$ cat src/design/tcgbs_pkg.sv
`timescale 1ns / 1ps
`default_nettype none

package tcgbs_pkg;

  // Table shape
  localparam int COLUMNS    = 8;
  localparam int BUCKETS    = 8;
  localparam int SUM_BITS   = 32;
  localparam int VALUE_BITS = 32;
  localparam int MODE_BITS  = 2;

  // Derived store geometry
  localparam int COMBOS     = COLUMNS * (COLUMNS - 1) * (COLUMNS - 2) / 6;
  localparam int CUBE       = BUCKETS * BUCKETS * BUCKETS;
  localparam int DEPTH      = COMBOS * CUBE;
  localparam int ADDR_BITS  = $clog2(DEPTH);
  localparam int BKT_BITS   = $clog2(BUCKETS);
  localparam int COL_BITS   = $clog2(COLUMNS);
  localparam int COMBO_BITS = $clog2(COMBOS);

  typedef logic [BKT_BITS-1:0] bkt_t;

  typedef enum logic [MODE_BITS-1:0] {
    MODE_ACC      = 2'd0,
    MODE_READ     = 2'd1,
    MODE_READ_CLR = 2'd2,
    MODE_NOP      = 2'd3
  } mode_t;

  typedef enum logic [2:0] {
    ST_CLEAR,
    ST_IDLE,
    ST_ACC,
    ST_ACC_DRAIN,
    ST_RD_ISSUE,
    ST_RD_DATA
  } state_t;

  // Controller to datapath
  typedef struct packed {
    logic load;      // capture input beat
    logic acc_step;  // read bin of current triple, advance triple
    logic rd_issue;  // read addressed bin
    logic rd_finish; // load result register, clear bin if asked
    logic clr_step;  // zero one bin of the clearing pass
  } ctl_cmd_t;

  // Datapath to controller
  typedef struct packed {
    logic clr_last;  // clearing pass at last bin
    logic acc_last;  // current triple is the last one
    logic out_busy;  // result register full and stalled
  } dp_sts_t;

endpackage

`default_nettype wire

$ cat src/design/tcgbs_ctrl.sv
`timescale 1ns / 1ps
`default_nettype none

module tcgbs_ctrl (
  input  wire logic                       clk,
  input  wire logic                       rst_n,
  input  wire logic                       in_valid,
  input  wire logic [tcgbs_pkg::MODE_BITS-1:0] in_mode,
  output logic                            in_stall,
  output tcgbs_pkg::ctl_cmd_t             cmd,
  input  wire tcgbs_pkg::dp_sts_t         sts
);
  import tcgbs_pkg::*;

  state_t state_r;
  state_t state_nxt;

  // State register
  always_ff @(posedge clk) begin
    if (!rst_n) begin
      state_r <= ST_CLEAR;
    end else begin
      state_r <= state_nxt;
    end
  end

  // Next state and commands
  always_comb begin
    state_nxt = state_r;
    cmd       = '0;
    in_stall  = 1'b1;
    unique case (state_r)
      ST_CLEAR: begin
        cmd.clr_step = 1'b1;
        if (sts.clr_last) begin
          state_nxt = ST_IDLE;
        end
      end
      ST_IDLE: begin
        in_stall = 1'b0;
        if (in_valid) begin
          cmd.load = 1'b1;
          unique case (mode_t'(in_mode)) inside
            MODE_ACC:                 state_nxt = ST_ACC;
            MODE_READ, MODE_READ_CLR: state_nxt = ST_RD_ISSUE;
            default:                  state_nxt = ST_IDLE;
          endcase
        end
      end
      ST_ACC: begin
        cmd.acc_step = 1'b1;
        if (sts.acc_last) begin
          state_nxt = ST_ACC_DRAIN;
        end
      end
      ST_ACC_DRAIN: begin
        // last pending write lands this cycle
        state_nxt = ST_IDLE;
      end
      ST_RD_ISSUE: begin
        cmd.rd_issue = 1'b1;
        state_nxt    = ST_RD_DATA;
      end
      ST_RD_DATA: begin
        // hold read data until the result register frees up
        if (!sts.out_busy) begin
          cmd.rd_finish = 1'b1;
          state_nxt     = ST_IDLE;
        end
      end
      default: begin
        state_nxt = ST_IDLE;
      end
    endcase
  end

endmodule

`default_nettype wire

$ cat config.mk
export PLATFORM = sky130hd
export DESIGN_NAME = tcgbs_ctrl
export DESIGN_NICKNAME = d
export VERILOG_FILES = /design/src/design/tcgbs_pkg.sv /design/src/design/tcgbs_ctrl.sv
export SDC_FILE = /design/constraint.sdc
export NUM_CORES = 1
export LEC_CHECK = 0
export BUFFER_PORTS_ARGS = -buffer_cell sky130_fd_sc_hd__buf_2
export CORE_AREA = 2 2 39 41
export CTS_BUF_LIST = sky130_fd_sc_hd__clkbuf_8 sky130_fd_sc_hd__clkbuf_16
export DETAILED_ROUTE_END_ITERATION = 6
export DIE_AREA = 0 0 41 43
export PLACE_DENSITY = 0.52
export SLEW_MARGIN = 25
export SYNTH_ARGS = -nofsm -noshare
export SYNTH_HDL_FRONTEND = slang
export SYNTH_SLANG_ARGS = --single-unit
$ cat constraint.sdc
create_clock -name clk -period 3.08 [get_ports clk]
set_clock_uncertainty 0.1 [all_clocks]
set_input_delay 0 -clock clk [delete_from_list [all_inputs] [get_ports clk]]
set_output_delay 0 -clock clk [all_outputs]
set_load 0.02 [all_outputs]
==> parameters.txt <==
Parameter                              Value

Run status
  Run status ... finished, final reports clean

Floorplanning
  Initial core utilization ... 0.216
  X dimension of the die ... 41 um
  Area of the placeable core ... roughly 1400 sq um
  Chip height ... 43 um
  Die area ... 1760 sq um
  IO Pins ... 14
  Num rows ... 14

Timing
  Peak clock frequency supported by timing ... 775 MHz
  Endpoints failing hold ... 0
  Total Neg Setup Slack ... 0 ns
  Final setup vio count ... 0
  Post-route setup slack ... 1.79 ns
  Fin. max-slew vios ... 0
  Worst Hold Margin ... 0.0191 ns
  Actual slew at the worst max-slew pin ... 0.329 ns
  Part of the cycle the worst path needs ... 0.419
  Unrepaired setup endpoints after global routing ... no
  Shortest period the worst path allows ... approximately 1.3 ns
  Worst relative slew slack ... 0.780

Yosys
  Post-synthesis share of cell area spent on full adders, half adders and majority gates ... 0.0837
  Combinational family with the most area after synthesis ... simple AND/OR/NAND/NOR gates
  Xor and xnor fraction of the mapped netlist area ... 0
  Post-synthesis mux area share ... 0.100
  Compound-cell area share of the yosys netlist ... 0.130
  Summed instance area of the synthesized netlist ... 299 sq um
  Post-synthesis cell count ... 35
  Post-synthesis sequential area ratio ... 0.201
  Simple-gate area share of the yosys netlist ... 0.423
  Net count after synthesis ... 45
  Number of library cell types mapped by synthesis ... 21
  Number of warnings reported in the yosys synthesis log ... 0
  Mapped Avg Cell Area ... about 8.5 sq um
  Post-synthesis register bit count ... 3

Detailed routing
  Iter 0 DRT Violations ... 4
  Number of search-and-repair iterations in the first detailed-routing pass ... 4
  Detailed-route wire length per cell ... 9.44 um
  Via count ... 293
  Number of remaining DRC errors ... 0
  Number of routed nets with antenna violations ... 0
  Average vias per placed instance ... 4.31
  Routed wire length ... roughly 640 um

Finish
  Max reg flops ... 3
  Finished Layout Cells ... 68
  Relative area change from synthesis to final layout ... 43.1%
  Number of nets in the finished design ... 63
  Count of inserted antenna diode cells ... 0
  Largest reg by FF count ... state_r
  Share of cells above drive strength 1 ... 0.423
  Most common library cell in the layout ignoring fill and taps ... sky130_fd_sc_hd__buf_2
  Highest-count cells in the layout ignoring fill and taps ... sky130_fd_sc_hd__buf_2 (13), sky130_fd_sc_hd__nor2b_1 (4)
  Largest regs ... state_r x3
  Filler instances ... 156
  Post-layout util ... 0.309

Min path
  Destination of the worst hold path ... state_r[0]
  Number of cells on the worst hold path ... 3
  Hold wc startpoint ... sts[2]
  Kind of path behind the tightest hold check ... input port to register

Power
  Maximum vdd ir drop ... 0.000144 V
  Fraction of power consumed by the clock network ... 0.522
  Sequential Power Share ... 0.230
  Sw Ratio ... 0.289
  Internal power ... 154 uW
  Switching power total ... 62.4 uW
  Combinational share of power ... 0.248
  Power per unit of standard cell area ... ~510 nW/um^2
  Leakage power ... ~0.00021 uW

GRT
  Maximum number of pins on one net before global-route repair ... 11
  GR Overflow Total ... 0
  Vias in the first global route ... 248
  Number of antenna violations at the first check in global routing ... 0
  First-pass GRT wire length ... a little over 1000 um
  Overall track demand over capacity in global routing ... 0.0903

Clock tree
  Number of buffers created by CTS ... 3
  Clk Latency, worst-skew pair ... 0.22 ns
  Number of instances resized during post-cts repair ... 0
  Buffers from clock root to sink, at most ... 2
  CTS sink cnt ... 3
  Clock tree from TritonCTS ... built
  Master cell of the clock root buffer ... sky130_fd_sc_hd__clkbuf_8
  Maximum level of the CTS H-tree ... 1
  Clock transition time at the flip-flop clock pins of the worst setup and hold paths ... 0.03 ns

Critical path
  Capture point of the worst reg-to-reg path ... state_r[1]
  Cell depth of the worst flop-to-flop path ... 3
  Crit path kind ... register to output pin
  Critical Path Sink Type ... output pin
  Launching point of the worst reg2reg path ... state_r[1]
  Required time of the critical path ... roughly 3.0 ns
  Endpoint arrival time on the critical path ... about 1.2 ns
  Flop-to-flop setup slack ... 1.80 ns
  Startpoint type of the worst setup path ... register
  Worst Path Max Fanout ... 9

Job
  Number of maximum-capacitance violations ... 0

Placement
  Post-Place Cells ... 63
  Last weighted congestion value of the routability-driven placer ... 0.696
  Post-detailed-placement half-perimeter wirelength ... 497 um
  Port bufs ... 13
  Post-Place Setup Slack ... 1.78 ns
## worst max-delay path, stage by stage, from the launching register on
cell	delay [ns]
sky130_fd_sc_hd__dfxtp_1	0.48
sky130_fd_sc_hd__nor2b_1	0.19
sky130_fd_sc_hd__nor2b_1	0.13
sky130_fd_sc_hd__buf_2	0.17
## area by class of cell
cell class	count	area [sq um]	area share
tap	16	20.0	0.0468
sequential	3	60.1	0.140
clock inverter	1	3.75	0.00877
multi-input combinational	29	220	0.515
inverter	2	7.51	0.0175
clock buffer	3	41.3	0.0965
timing repair buffer	14	75.1	0.175
## what timing repair did
action | in CTS | in global routing
setup endpoints to repair | 0 | 0
buffers inserted | 0 | 0
hold buffers | 1 | 0
endpoints found under the hold margin | 3 | 0
## how the worst max path moves through the flow
stage	startpoint	to	slack, ns
detailed placement	state_r[1]	state_r[1]	1.78
finish	state_r[2]	cmd[2]	1.79
CTS	state_r[1]	state_r[1]	1.77
global placement	state_r[2]	state_r[2]	1.86
floorplan	state_r[2]	state_r[1]	1.97
global route	state_r[1]	state_r[2]	1.69
## synthesized netlist by cell type, drive strengths merged
library cell  count  area share
inv               2       0.025
mux2i             3        0.10
o31ai             1       0.025
a21oi             1       0.017
nor2b             5        0.11
o21ai             2       0.033
and3b             2       0.063
buf               1       0.038
ha                2       0.084
and2b             1       0.029
nand2             2       0.025
dfxtp             3        0.20
nor3              1       0.017
nor2              3       0.038
a32oi             1       0.054
and2              1       0.021
nand2b            4        0.12
## per-layer routing
metal / global-route usage / routed length (um)
met4: 0.100 / 21
met2: 0.109 / 293
met5: 0 / 0
met3: 0.0314 / 52
met1: 0.109 / 275
## power by group through the flow
stage                     registers [uW]  clock network, uW  logic, uW
after global placement              50.3                  0       53.3
after detailed placement            50.4                  0       53.4
final                               49.7                113       53.6
after floorplan                     47.1                  0       40.4
after global routing                51.0                118       59.1
after CTS                           49.9                116       54.4
## logic make-up (layout without fill, tap and decap cells)
family | count (synthesis) | after routing
muxes | 3 | 3
AOI/OAI and AO/OA | 5 | 5
adders and majority gates | 2 | 2
and+or+nand+nor | 19 | 19
buffers and inverters | 3 | 20
DFF | 3 | 3
## through the flow
step	power [uW]	cell area, sq um
final	216	428
after global routing	228	428
after CTS	220	428
after detailed placement	104	373
after global placement	104	373
after floorplan	87.5	299
No activity file was read; power rests on OpenSTA's default activity.
